<file path="src/hw/rtl/bas_pkg.sv">
// Package with the types, codes and character constants of the argument splitter.
package bas_pkg;

    localparam int BAS_STACK_DEPTH = 16;

    localparam logic [7:0] CH_COMMA  = 8'h2C;
    localparam logic [7:0] CH_LPAREN = 8'h28;
    localparam logic [7:0] CH_RPAREN = 8'h29;
    localparam logic [7:0] CH_LSQ    = 8'h5B;
    localparam logic [7:0] CH_RSQ    = 8'h5D;
    localparam logic [7:0] CH_LCURLY = 8'h7B;
    localparam logic [7:0] CH_RCURLY = 8'h7D;
    localparam logic [7:0] CH_QUOTE  = 8'h22;
    localparam logic [7:0] CH_SPACE  = 8'h20;
    localparam logic [7:0] CH_TAB    = 8'h09;
    localparam logic [7:0] CH_LF     = 8'h0A;
    localparam logic [7:0] CH_CR     = 8'h0D;

    // Expected closer held on the nesting stack.
    typedef enum logic [1:0] {
        CL_PAREN  = 2'd0,
        CL_SQUARE = 2'd1,
        CL_CURLY  = 2'd2,
        CL_QUOTE  = 2'd3
    } t_closer;

    typedef enum logic [1:0] {
        ERR_NONE      = 2'd0,
        ERR_UNMATCHED = 2'd1,
        ERR_UNCLOSED  = 2'd2,
        ERR_OVERFLOW  = 2'd3
    } t_err;

    // A classified item as it travels from the front end to the back end.
    // A double quote is both an opener and a closer of the quote scope.
    typedef struct packed {
        logic       is_end;
        logic [7:0] chr;
        logic       is_comma;
        logic       is_space;
        logic       is_open;
        logic       is_close;
        t_closer    code;
    } t_item;

endpackage

</file>
<file path="src/hw/rtl/bas_ifs.sv">
// Valid/ready channel interfaces for the input and result items of the splitter.
interface bas_in_if;
    logic       valid;
    logic       ready;
    logic       kind;
    logic [7:0] character;

    modport source (output valid, output kind, output character, input ready);
    modport sink   (input valid, input kind, input character, output ready);
endinterface

interface bas_out_if;
    logic       valid;
    logic       ready;
    logic [7:0] out_char;
    logic       append;
    logic       token_end;
    logic       list_done;
    logic [1:0] error;

    modport source (output valid, output out_char, output append, output token_end,
                    output list_done, output error, input ready);
    modport sink   (input valid, input out_char, input append, input token_end,
                    input list_done, input error, output ready);
endinterface

</file>
<file path="src/hw/rtl/bas_front.sv">
// Front end: accepts input items and classifies each byte for the back end.
module bas_front
    import bas_pkg::*;
(
    bas_in_if.sink  i_in,
    output logic    o_valid,
    output t_item   o_item,
    input  logic    i_ready
);

    assign i_in.ready = i_ready;
    assign o_valid    = i_in.valid;

    always_comb begin
        o_item          = '0;
        o_item.is_end   = i_in.kind;
        o_item.chr      = i_in.character;
        o_item.code     = CL_PAREN;
        unique case (i_in.character)
            CH_COMMA:  o_item.is_comma = 1'b1;
            CH_LPAREN: begin
                o_item.is_open = 1'b1;
                o_item.code    = CL_PAREN;
            end
            CH_RPAREN: begin
                o_item.is_close = 1'b1;
                o_item.code     = CL_PAREN;
            end
            CH_LSQ: begin
                o_item.is_open = 1'b1;
                o_item.code    = CL_SQUARE;
            end
            CH_RSQ: begin
                o_item.is_close = 1'b1;
                o_item.code     = CL_SQUARE;
            end
            CH_LCURLY: begin
                o_item.is_open = 1'b1;
                o_item.code    = CL_CURLY;
            end
            CH_RCURLY: begin
                o_item.is_close = 1'b1;
                o_item.code     = CL_CURLY;
            end
            CH_QUOTE: begin
                o_item.is_open  = 1'b1;
                o_item.is_close = 1'b1;
                o_item.code     = CL_QUOTE;
            end
            CH_SPACE, CH_TAB, CH_LF, CH_CR: o_item.is_space = 1'b1;
            default: ;
        endcase
    end

endmodule

</file>
<file path="src/hw/rtl/bas_queue.sv">
// Two-entry queue that decouples the front end from the back end.
module bas_queue
    import bas_pkg::*;
(
    input  logic  i_clk,
    input  logic  i_rst_n,
    input  logic  i_valid,
    input  t_item i_item,
    output logic  o_ready,
    output logic  o_valid,
    output t_item o_item,
    input  logic  i_ready
);

    t_item      r_mem [2];
    logic       r_wp;
    logic       r_rp;
    logic [1:0] r_cnt;
    logic       n_wp;
    logic       n_rp;
    logic [1:0] n_cnt;
    logic       push;
    logic       pop;

    assign o_ready = (r_cnt != 2'd2);
    assign o_valid = (r_cnt != 2'd0);
    assign o_item  = r_mem[r_rp];
    assign push    = i_valid && o_ready;
    assign pop     = o_valid && i_ready;

    always_comb begin
        n_wp  = push ? ~r_wp : r_wp;
        n_rp  = pop ? ~r_rp : r_rp;
        n_cnt = r_cnt + {1'b0, push} - {1'b0, pop};
    end

    always_ff @(posedge i_clk) begin
        if (!i_rst_n) begin
            r_wp  <= 1'b0;
            r_rp  <= 1'b0;
            r_cnt <= 2'd0;
        end else begin
            r_wp  <= n_wp;
            r_rp  <= n_rp;
            r_cnt <= n_cnt;
        end
    end

    always_ff @(posedge i_clk) begin
        if (push) begin
            r_mem[r_wp] <= i_item;
        end
    end

endmodule

</file>
<file path="src/hw/rtl/bas_back.sv">
// Back end: nesting stack, token tracking and the registered result stage.
module bas_back
    import bas_pkg::*;
#(
    parameter int STACK_DEPTH = BAS_STACK_DEPTH
) (
    input  logic        i_clk,
    input  logic        i_rst_n,
    input  logic        i_valid,
    input  t_item       i_item,
    output logic        o_ready,
    bas_out_if.source   o_out
);

    localparam int CNT_W = $clog2(STACK_DEPTH + 1);
    localparam int IDX_W = (STACK_DEPTH > 1) ? $clog2(STACK_DEPTH) : 1;

    // Stack of expected closers; the top is read back through a registered port.
    t_closer            r_stack [STACK_DEPTH];
    t_closer            r_rd_data;
    t_closer            r_push_code;
    logic               r_bypass;

    logic [CNT_W-1:0]   r_count;
    logic [CNT_W-1:0]   n_count;
    logic               r_has_text;
    logic               n_has_text;
    logic               r_started;
    logic               n_started;
    t_err               r_fault;
    t_err               n_fault;

    logic               r_valid;
    logic [7:0]         r_char;
    logic               r_append;
    logic               r_tend;
    logic               r_done;
    t_err               r_err;

    logic [7:0]         res_char;
    logic               res_append;
    logic               res_tend;
    logic               res_done;
    t_err               res_err;

    logic               take;
    logic               empty;
    logic               full;
    logic               do_push;
    t_closer            top;
    logic [CNT_W-1:0]   rd_cnt;
    logic [IDX_W-1:0]   rd_addr;
    logic [IDX_W-1:0]   wr_addr;

    assign take    = i_valid && (!r_valid || o_out.ready);
    assign o_ready = !r_valid || o_out.ready;
    assign empty   = (r_count == '0);
    assign full    = (r_count == CNT_W'(STACK_DEPTH));
    assign top     = r_bypass ? r_push_code : r_rd_data;
    assign rd_cnt  = n_count - CNT_W'(1);
    assign rd_addr = rd_cnt[IDX_W-1:0];
    assign wr_addr = r_count[IDX_W-1:0];

    always_comb begin
        n_count    = r_count;
        n_has_text = r_has_text;
        n_started  = r_started;
        n_fault    = r_fault;
        do_push    = 1'b0;
        res_char   = i_item.is_end ? 8'd0 : i_item.chr;
        res_append = 1'b0;
        res_tend   = 1'b0;
        res_done   = 1'b0;
        res_err    = ERR_NONE;
        if (take) begin
            priority if (i_item.is_end) begin
                res_done = 1'b1;
                priority if (r_fault != ERR_NONE) begin
                    res_err = r_fault;
                end else if (!empty) begin
                    res_err = ERR_UNCLOSED;
                end else begin
                    res_tend = r_started || r_has_text;
                end
                n_count    = '0;
                n_has_text = 1'b0;
                n_started  = 1'b0;
                n_fault    = ERR_NONE;
            end else if (r_fault != ERR_NONE) begin
                res_err = r_fault;
            end else begin
                priority if (empty && i_item.is_comma) begin
                    res_tend   = 1'b1;
                    n_has_text = 1'b0;
                    n_started  = 1'b1;
                end else if (!empty && i_item.is_close && i_item.code == top) begin
                    n_count    = r_count - CNT_W'(1);
                    res_append = 1'b1;
                end else if (empty || top != CL_QUOTE) begin
                    priority if (i_item.is_open) begin
                        if (full) begin
                            n_fault = ERR_OVERFLOW;
                        end else begin
                            do_push    = 1'b1;
                            n_count    = r_count + CNT_W'(1);
                            res_append = 1'b1;
                        end
                    end else if (i_item.is_space) begin
                        res_append = 1'b0;
                    end else if (i_item.is_close) begin
                        n_fault = ERR_UNMATCHED;
                    end else begin
                        res_append = 1'b1;
                    end
                    res_err = n_fault;
                end else begin
                    // Inside a quote every byte is kept; the closing quote is taken by the branch above.
                    res_append = 1'b1;
                end
                if (res_append) begin
                    n_has_text = 1'b1;
                end
            end
        end
    end

    always_ff @(posedge i_clk) begin
        if (!i_rst_n) begin
            r_count    <= '0;
            r_has_text <= 1'b0;
            r_started  <= 1'b0;
            r_fault    <= ERR_NONE;
            r_valid    <= 1'b0;
            r_bypass   <= 1'b0;
        end else begin
            r_count    <= n_count;
            r_has_text <= n_has_text;
            r_started  <= n_started;
            r_fault    <= n_fault;
            r_valid    <= take || (r_valid && !o_out.ready);
            r_bypass   <= do_push;
        end
    end

    always_ff @(posedge i_clk) begin
        if (do_push) begin
            r_stack[wr_addr] <= i_item.code;
        end
        r_rd_data   <= r_stack[rd_addr];
        r_push_code <= i_item.code;
    end

    always_ff @(posedge i_clk) begin
        if (take) begin
            r_char   <= res_char;
            r_append <= res_append;
            r_tend   <= res_tend;
            r_done   <= res_done;
            r_err    <= res_err;
        end
    end

    assign o_out.valid     = r_valid;
    assign o_out.out_char  = r_char;
    assign o_out.append    = r_append;
    assign o_out.token_end = r_tend;
    assign o_out.list_done = r_done;
    assign o_out.error     = r_err;

endmodule

</file>
<file path="src/hw/rtl/bracket_aware_argument_splitter_unit.sv">
// Top level of the bracket-aware argument splitter.
//
// The block splits a byte string into comma-separated tokens. Each input item on
// i_in carries one byte (kind 0) or the end-of-string marker (kind 1). Each input
// item gives exactly one result item on o_out, which says whether the byte joins
// the current token, whether a token ended, whether the list is done and which
// error, if any, the string has met. Commas inside brackets, braces, parentheses
// or double quotes do not split, and whitespace outside quotes is dropped.
// Both channels use valid/ready; an item moves on a clock edge with both high.
// An accepted item is classified in the front end and written to a two-entry
// queue; the back end takes it from the queue and registers its result. One item
// per cycle is sustained while the receiver is ready: the nesting stack is only
// ever touched at its top, which is held in a register fed by the stack memory's
// single read port with a bypass for a push in the previous cycle.
// Reset empties the queue, the output stage and the stack; no clearing pass is
// needed, so the block takes items in the first cycle after reset. When the
// receiver stalls, the result is held in the output register, the queue fills,
// and i_in.ready falls once both queue entries are occupied.
module bracket_aware_argument_splitter_unit
    import bas_pkg::*;
#(
    parameter int STACK_DEPTH = BAS_STACK_DEPTH
) (
    input  logic        i_clk,
    input  logic        i_rst_n,
    bas_in_if.sink      i_in,
    bas_out_if.source   o_out
);

    logic  front_valid;
    t_item front_item;
    logic  front_ready;
    logic  queue_valid;
    t_item queue_item;
    logic  back_ready;

    // Classifies each byte so that the back end compares class bits only.
    bas_front u_front (
        .i_in    (i_in),
        .o_valid (front_valid),
        .o_item  (front_item),
        .i_ready (front_ready)
    );

    // Lets the front end keep accepting while a result waits to be taken.
    bas_queue u_queue (
        .i_clk   (i_clk),
        .i_rst_n (i_rst_n),
        .i_valid (front_valid),
        .i_item  (front_item),
        .o_ready (front_ready),
        .o_valid (queue_valid),
        .o_item  (queue_item),
        .i_ready (back_ready)
    );

    // Carries out the nesting rules and registers the result item.
    bas_back #(
        .STACK_DEPTH (STACK_DEPTH)
    ) u_back (
        .i_clk   (i_clk),
        .i_rst_n (i_rst_n),
        .i_valid (queue_valid),
        .i_item  (queue_item),
        .o_ready (back_ready),
        .o_out   (o_out)
    );

endmodule

</file>
<file path="src/flat_wrapper.sv">
// flat-port wrapper written by rule: the top's interface ports become plain ports
module bracket_aware_argument_splitter_unit_flat import bas_pkg::*;
#(
    parameter int STACK_DEPTH = BAS_STACK_DEPTH
)
  (i_clk, i_rst_n, i_in_valid, i_in_kind, i_in_character, i_in_ready, o_out_valid, o_out_out_char, o_out_append, o_out_token_end, o_out_list_done, o_out_error, o_out_ready);
  bas_in_if i_in_i ();
  bas_out_if o_out_i ();
  input  logic i_clk;
  input  logic i_rst_n;
  input wire logic [$bits(i_in_i.valid)-1:0] i_in_valid;
  input wire logic [$bits(i_in_i.kind)-1:0] i_in_kind;
  input wire logic [$bits(i_in_i.character)-1:0] i_in_character;
  output wire logic [$bits(i_in_i.ready)-1:0] i_in_ready;
  output wire logic [$bits(o_out_i.valid)-1:0] o_out_valid;
  output wire logic [$bits(o_out_i.out_char)-1:0] o_out_out_char;
  output wire logic [$bits(o_out_i.append)-1:0] o_out_append;
  output wire logic [$bits(o_out_i.token_end)-1:0] o_out_token_end;
  output wire logic [$bits(o_out_i.list_done)-1:0] o_out_list_done;
  output wire logic [$bits(o_out_i.error)-1:0] o_out_error;
  input wire logic [$bits(o_out_i.ready)-1:0] o_out_ready;
  assign i_in_i.valid = i_in_valid;
  assign i_in_i.kind = i_in_kind;
  assign i_in_i.character = i_in_character;
  assign i_in_ready = i_in_i.ready;
  assign o_out_valid = o_out_i.valid;
  assign o_out_out_char = o_out_i.out_char;
  assign o_out_append = o_out_i.append;
  assign o_out_token_end = o_out_i.token_end;
  assign o_out_list_done = o_out_i.list_done;
  assign o_out_error = o_out_i.error;
  assign o_out_i.ready = o_out_ready;
  bracket_aware_argument_splitter_unit #(.STACK_DEPTH(STACK_DEPTH)) u_core (.i_clk(i_clk), .i_rst_n(i_rst_n), .i_in(i_in_i), .o_out(o_out_i));
endmodule
</file>
<file path="config.mk">
export PLATFORM = sky130hd
export DESIGN_NAME = bracket_aware_argument_splitter_unit_flat
export DESIGN_NICKNAME = d
export VERILOG_FILES = /design/src/hw/rtl/bas_pkg.sv /design/src/hw/rtl/bas_ifs.sv /design/src/hw/rtl/bas_front.sv /design/src/hw/rtl/bas_queue.sv /design/src/hw/rtl/bas_back.sv /design/src/hw/rtl/bracket_aware_argument_splitter_unit.sv /design/src/flat_wrapper.sv
export SDC_FILE = /design/constraint.sdc
export NUM_CORES = 1
export LEC_CHECK = 0
export BUFFER_PORTS_ARGS = -buffer_cell sky130_fd_sc_hd__buf_4
export CAP_MARGIN = 20
export CORE_AREA = 2 2 94 96
export DETAILED_ROUTE_END_ITERATION = 7
export DIE_AREA = 0 0 96 98
export PLACE_DENSITY = 0.74
export SLEW_MARGIN = 40
export SYNTH_ARGS = -nofsm -noshare
export SYNTH_HDL_FRONTEND = slang
export SYNTH_SLANG_ARGS = --single-unit
</file>
<file path="constraint.sdc">
create_clock -name i_clk -period 3.5 [get_ports i_clk]
set_clock_uncertainty 0.1 [all_clocks]
set_input_delay 0.525 -clock i_clk [delete_from_list [all_inputs] [get_ports i_clk]]
set_output_delay 0.525 -clock i_clk [all_outputs]
set_load 0.05 [all_outputs]
</file>
# Word-level counts from Yosys, hierarchy flattened
# Memory sizes are Yosys's and may differ from the RTL's. A register that Yosys moved wholly into a read port is not among the register bits.
# Cells that the tools add are included.
word_totals:
  wordCells: 137
  out_inout_bits: 15
  romBits: 0
  ff_bits: 30
  memories: 2
  latchBits: 0
  ram_bits: 62
  in_bits: 13
op_classes:
  shift: 0
  div: 0
  n_bitwise: 2
  eq_ne: 19
  n_lt_le_gt_ge: 0
  mux: 66
  n_addsub: 5
  reduce_logical: 28
  n_mul: 0
memory_table:
  columns: ["name", "depth", "width", "read_ports", "rd_clocked_by_memory_dff", "wr", "line", "source"]
  rows:
  - ["u_core.u_back.r_stack", 16, 2, 1, 1, 1, "bas_back.sv:19", "t_closer r_stack [STACK_DEPTH];"]
  - ["u_core.u_queue.r_mem", 2, 15, 1, 1, 1, "bas_queue.sv:15", "t_item r_mem [2];"]
ops:
  columns: ["op", "n"]
  rows:
  - ["== test 8 x 6 -> 1 bit, second input constant", 5]
  - ["two-way mux 1 bit", 40]
  - ["two-way mux 5 bit", 8]
  - ["two-way mux 2 bit", 17]
  - ["== test 8 x 7 -> 1 bit, second input constant", 4]
  - ["== test 8 x 4 -> 1 bit, second input constant", 3]
  - ["OR reduction 4 bit", 3]
  - ["!= test 2 bit, second input constant", 5]
  - ["nonzero test 2 bit", 4]
  - ["logical AND 1 bit", 6]
  - ["one-hot mux 2 bit (3 select lines)", 1]
  - ["AND reduction 3 bit", 2]
  - ["OR reduction 2 bit", 3]
  - ["adder 5 x 1 -> 5 bit, second input constant", 1]
  - ["== test 5 bit, second input constant", 1]
  - ["zero test 5 bit", 1]
  - ["AND reduction 5 bit", 1]
  - ["subtractor 5 x 1 -> 5 bit, second input constant", 1]
  - ["logical OR 1 bit", 4]
  - ["subtractor 4 x 1 -> 4 bit, second input constant", 1]
  - ["zero test 1 bit", 3]
  - ["nonzero test 3 bit", 1]
  - ["adder 2 x 1 -> 2 bit", 1]
  - ["== test 2 bit", 1]
  - ["other kinds (2)", 3]

# Logic depth before layout (Yosys ltp)
logic_depth:
  word_depth: 12
  ltp_mapped: 14
  depth_no_buf: 12

# Cells and area by module
# A second synthesis with hierarchy kept.
unflattened:
  cells_unflattened: 341
  area_unflattened_um2: 4535.6
by_module_without_submodules:
  columns: ["module", "cells_per_inst", "area_each_um2", "n_inst", "seq_area_each_um2"]
  rows:
  - ["bas_back", 229, 2872.8, 1, 1651.6]
  - ["bas_queue", 71, 1373.8, 1, 1001.0]
  - ["bas_front", 41, 289.0, 1, 0.0]

# Least setup slack after synthesis
# Ideal clock, no wire load.
synth_timing:
  path_kind: "register -> register"
  start: "register u_core.u_back.r_count[0]"
  end: "register u_core.u_back.r_rd_data[0], read port of u_core.u_back.r_stack"
  synth_period_minus_slack_ns: 3.414
  setup_slack_ns: 0.086
  t_arrival_ns: 3.187
  path_buffers: 2
  stages_incl_launch_ff: 14
  setup_time_ns: 0.126
  required_time_ns: 3.274
  path_cell_list: "dfxtp_1 -> inv_1 -> ha_1 -> nor4b_1 -> a21o_1 -> or3_4 -> a2111oi_4 -> a221oi_2 -> buf_6 -> ha_1 -> buf_1 -> mux4_2 -> mux2i_1 -> mux2i_1"
synth_between:
  elab_chain_len: 10
  word_cells_on_any_way: 18
  cone_classes: "add/sub: 3; eq/ne: 1; mux: 8; reduce/logical: 6"
synth_rtl:
  columns: ["element", "line", "source"]
  rows:
  - ["start, declared", "bas_back.sv:24", "logic [CNT_W-1:0] r_count;"]
  - ["start signal, assigned", "bas_back.sv:136", "r_count <= n_count;"]
  - ["adder 5 x 1 -> 5 bit (tied with other cells)", "bas_back.sv:105", "n_count = r_count + CNT_W'(1);"]
  - ["two-way mux 5 bit / zero test 1 bit (equally long branches)", "bas_back.sv:101, bas_back.sv:96", null]
  - ["two-way mux 5 bit / logical AND 1 bit (equally long branches)", "bas_back.sv:100, bas_back.sv:96", null]
  - ["two-way mux 5 bit / logical AND 1 bit (equally long branches)", "bas_back.sv:99, bas_back.sv:96", null]
  - ["two-way mux 5 bit", "bas_back.sv:96", "end else if (!empty && i_item.is_close && i_item.code == top) begin"]
  - ["two-way mux 5 bit", "bas_back.sv:92", "priority if (empty && i_item.is_comma) begin"]
  - ["two-way mux 5 bit", "bas_back.sv:89", "end else if (r_fault != ERR_NONE) begin"]
  - ["two-way mux 5 bit", "bas_back.sv:76", "priority if (i_item.is_end) begin"]
  - ["two-way mux 5 bit *", "bas_back.sv:75", "if (take) begin"]
  - ["subtractor 4 x 1 -> 4 bit *", "bas_back.sv:60", "assign rd_cnt = n_count - CNT_W'(1);"]
  - ["end, declared", "bas_back.sv:20", "t_closer r_rd_data;"]
# Mark *: on every way between the ends. The rest lies on a longest branch, timed or not.
# A chain may end at the register's enable or synchronous reset.

==> impl_metrics.tcl <==
set metrics [dict create \
    placementRows 34 \
    synth_edf_count 75 \
    syn_nets 345 \
    drt-initial-drc-count 168 \
    max_cap_viol_count 0 \
    final_hold_viol_count 0 \
    routed_via_density 5.71 \
    ys_async_sr_fraction 0 \
    ant_nets 0 \
    synth_cell_types 64 \
    drtPass1Iterations 4 \
    antenna_found_initial 0 \
    comb_power_share 0.383 \
    outcome "finished, final reports clean" \
    place_congestion 0.899 \
    postCtsHoldBufs 0 \
    wl_met2_um 4490 \
    numCtsBuffers 9 \
    p_sw_frac 0.377 \
    clock_latency_ns 0.37 \
    setup_viol 0 \
    met1Wirelength_um 3700 \
    drc 0 \
    clk_path_buf_depth 2 \
    grt_setup_unrepaired "false" \
    routed_wire_length_per_instance_um 17.9 \
    clk_pin_slew_worst_paths_ns 0.10 \
    wirelength_um 8670 \
    cts_max_level 3 \
    yosysMostFrequentCell "edfxtp_1" \
    die_h_um 98 \
    maxSlewHeadroom 0.464 \
    synth.largest_area_cell "edfxtp_1" \
    clkPwrFrac 0.196 \
    hpwlAfterDp_um 6240 \
    area_growth_pct 14.5 \
    vias 2764 \
    worstPathRequired_ns 3.70 \
    synth_top_flop_cell "edfxtp_1" \
    core_area_sq_um 8470 \
    grt_pass1_wl_um 14700 \
    gr-usage-all-layers 0.207 \
    fp.dieW_um 96 \
    synthCells 324 \
    cp_max_fo 18 \
    root_buffer "clkbuf_8" \
    p_leak_nw 1.83 \
    worst_ep_arrival_time_ns 3.44 \
    num-nets-final 392 \
    ios 28 \
    crit_type "register to register" \
    seqPwrFrac 0.420 \
    ys_ff_latch 95 \
    fmax_ghz 0.308 \
    ys_warn_count 0 \
    clock_sinks 95 \
    fin_crit_ns 3.24 \
    drive_gt1_frac 0.226 \
    ys_seq_area_frac 0.606 \
    rr_worst_depth 8 \
    start_kind "register" \
    synth_top_area_share 0.515 \
    power_switching_mw 1.38 \
    port_buffers 27 \
    wl_met3_um 320 \
    tightestPinTransition_ns 0.798 \
    hold_ws_ns 0.239 \
    fin_crit_sh 0.927 \
    grt_pass1_vias 2896 \
    overflow 0 \
    synth_commonest_cells "edfxtp_1, nor2_1, dfxtp_1" \
    power_density_nw_per_um2 729 \
    top_layer "met4" \
    avgSynthCellArea_sq_um 13.5 \
    min_path_type "input pin to register" \
    dieArea_sq_um 9410 \
    start_util 0.517 \
    tns_ns 0 \
    ys_top_cells_by_area "edfxtp_1, dfxtp_1, mux2i_1" \
    cts_tree "yes" \
    antennaDiodeCount 0 \
    grt_max_degree 20 \
    syn-cell-area_sq_um 4380 \
    p_int_mw 2.27 \
    crit_path_end_kind "register" \
    maxSlewViolCount 0 \
    holdPathStages 1 \
    ir_drop_v 0.000361 \
]
## critical path: stages (launching register included)
cell	delay, ns
dfxtp_1	0.42
mux2_4	0.42
xnor2_1	0.19
nor3_1	0.67
o2bb2a_1	0.30
o311ai_0	0.31
o31ai_1	0.20
xor2_1	0.34
mux2i_1	0.23
## flip-flops by register name, indices dropped and copies added (netlist names), named ones only
name,cells
u_core.u_back.o_out.append,1
u_core.u_back.o_out.error,2
u_core.u_back.o_out.list_done,1
u_core.u_back.o_out.out_char,8
u_core.u_back.o_out.token_end,1
u_core.u_back.o_out.valid,1
u_core.u_back.r_bypass,1
u_core.u_back.r_count,5
u_core.u_back.r_fault,2
u_core.u_back.r_has_text,1
u_core.u_back.r_push_code,2
u_core.u_back.r_rd_data,2
u_core.u_back.r_stack,32
u_core.u_back.r_started,1
u_core.u_queue.r_cnt,2
u_core.u_queue.r_mem,30
u_core.u_queue.r_rp,1
u_core.u_queue.r_wp,1
## cell usage in the layout (no fill, tap or decap), types with 3 or more instances in the layout
cell	instances
buf_4	49
inv_8	3
and2_1	11
mux2i_1	18
nor2b_1	3
ha_1	7
o21a_1	4
and4_1	4
nor2_1	25
clkbuf_8	9
nor3_1	10
xnor2_1	5
nand2b_1	3
nor4_1	5
and3_1	6
edfxtp_1	75
a31oi_1	3
nand3b_1	3
a21o_1	4
mux4_1	3
nand2_1	17
mux4_2	5
a21oi_1	6
nand3_1	12
nor3b_1	5
o21ai_0	6
dfxtp_1	20
inv_1	9
## worst paths after layout
path	start	end	slack, ns
worst max-delay path	register	u_core.u_back.r_rd_data[0]	0.26
worst min-delay path	i_in_kind	u_core.u_queue.r_mem[0][14]	0.24
worst max register to register	register	u_core.u_back.r_rd_data[0]	0.26
worst min register to register	u_core.u_back.r_started	u_core.u_back.r_started	0.42
## power by group through the flow
stage	combinational [mW]	clock, mW	sequential [mW]
global placement	1.35	0	1.55
finish	1.40	0.717	1.54
global route	1.51	0.776	1.56
CTS	1.39	0.732	1.54
floorplan	0.761	0	1.78
detailed placement	1.38	0	1.56
## what timing repair did
item / 4_1_cts / 5_1_grt
buffers inserted: 0 / 0
endpoints found under the setup margin: 0 / 2
gates resized for setup: 0 / 4
## cell type report
class                   instances  area [sq um]
inverters                      10          37.5
clock buffers                   9           124
multi-input cells             206          1620
repair buffers                 49           368
well taps                     108           135
flip-flops and latches         95          2650
clock inverters                 7          73.8
fillers                       680          3460
## kinds of logic after synthesis
family | after synthesis | synth area share
adder cells (fa/ha/maj) | 8 | 0.0229
AND/OR/NAND/NOR | 115 | 0.146
buffers and inverters | 23 | 0.0277
multiplexers | 30 | 0.0964
flip-flops | 95 | 0.606
XOR/XNOR | 7 | 0.0183
AO/OA/AOI/OAI | 46 | 0.0829
## through the flow
stage | std cells | area, sq um | util | power [mW] | worst slack [ns]
2_1_floorplan | 324 | 4380 | - | 2.54 | 0.0865
3_3_place_gp | 468 | 4790 | 0.566 | 2.91 | 0.212
3_5_place_dp | 468 | 4790 | 0.566 | 2.95 | 0.167
4_1_cts | 484 | 4990 | 0.590 | 3.66 | 0.125
5_1_grt | 484 | 5010 | 0.592 | 3.85 | 0.0390
6_report | 484 | 5010 | 0.592 | 3.65 | 0.255
## per-layer routing
metal,GRT usage,vias up
met3,0.0340,12
met1,0.269,1345
met2,0.342,68
li1,-,1339
met5,0,-
met4,0.0868,0
(Power assumes the default switching activity.)
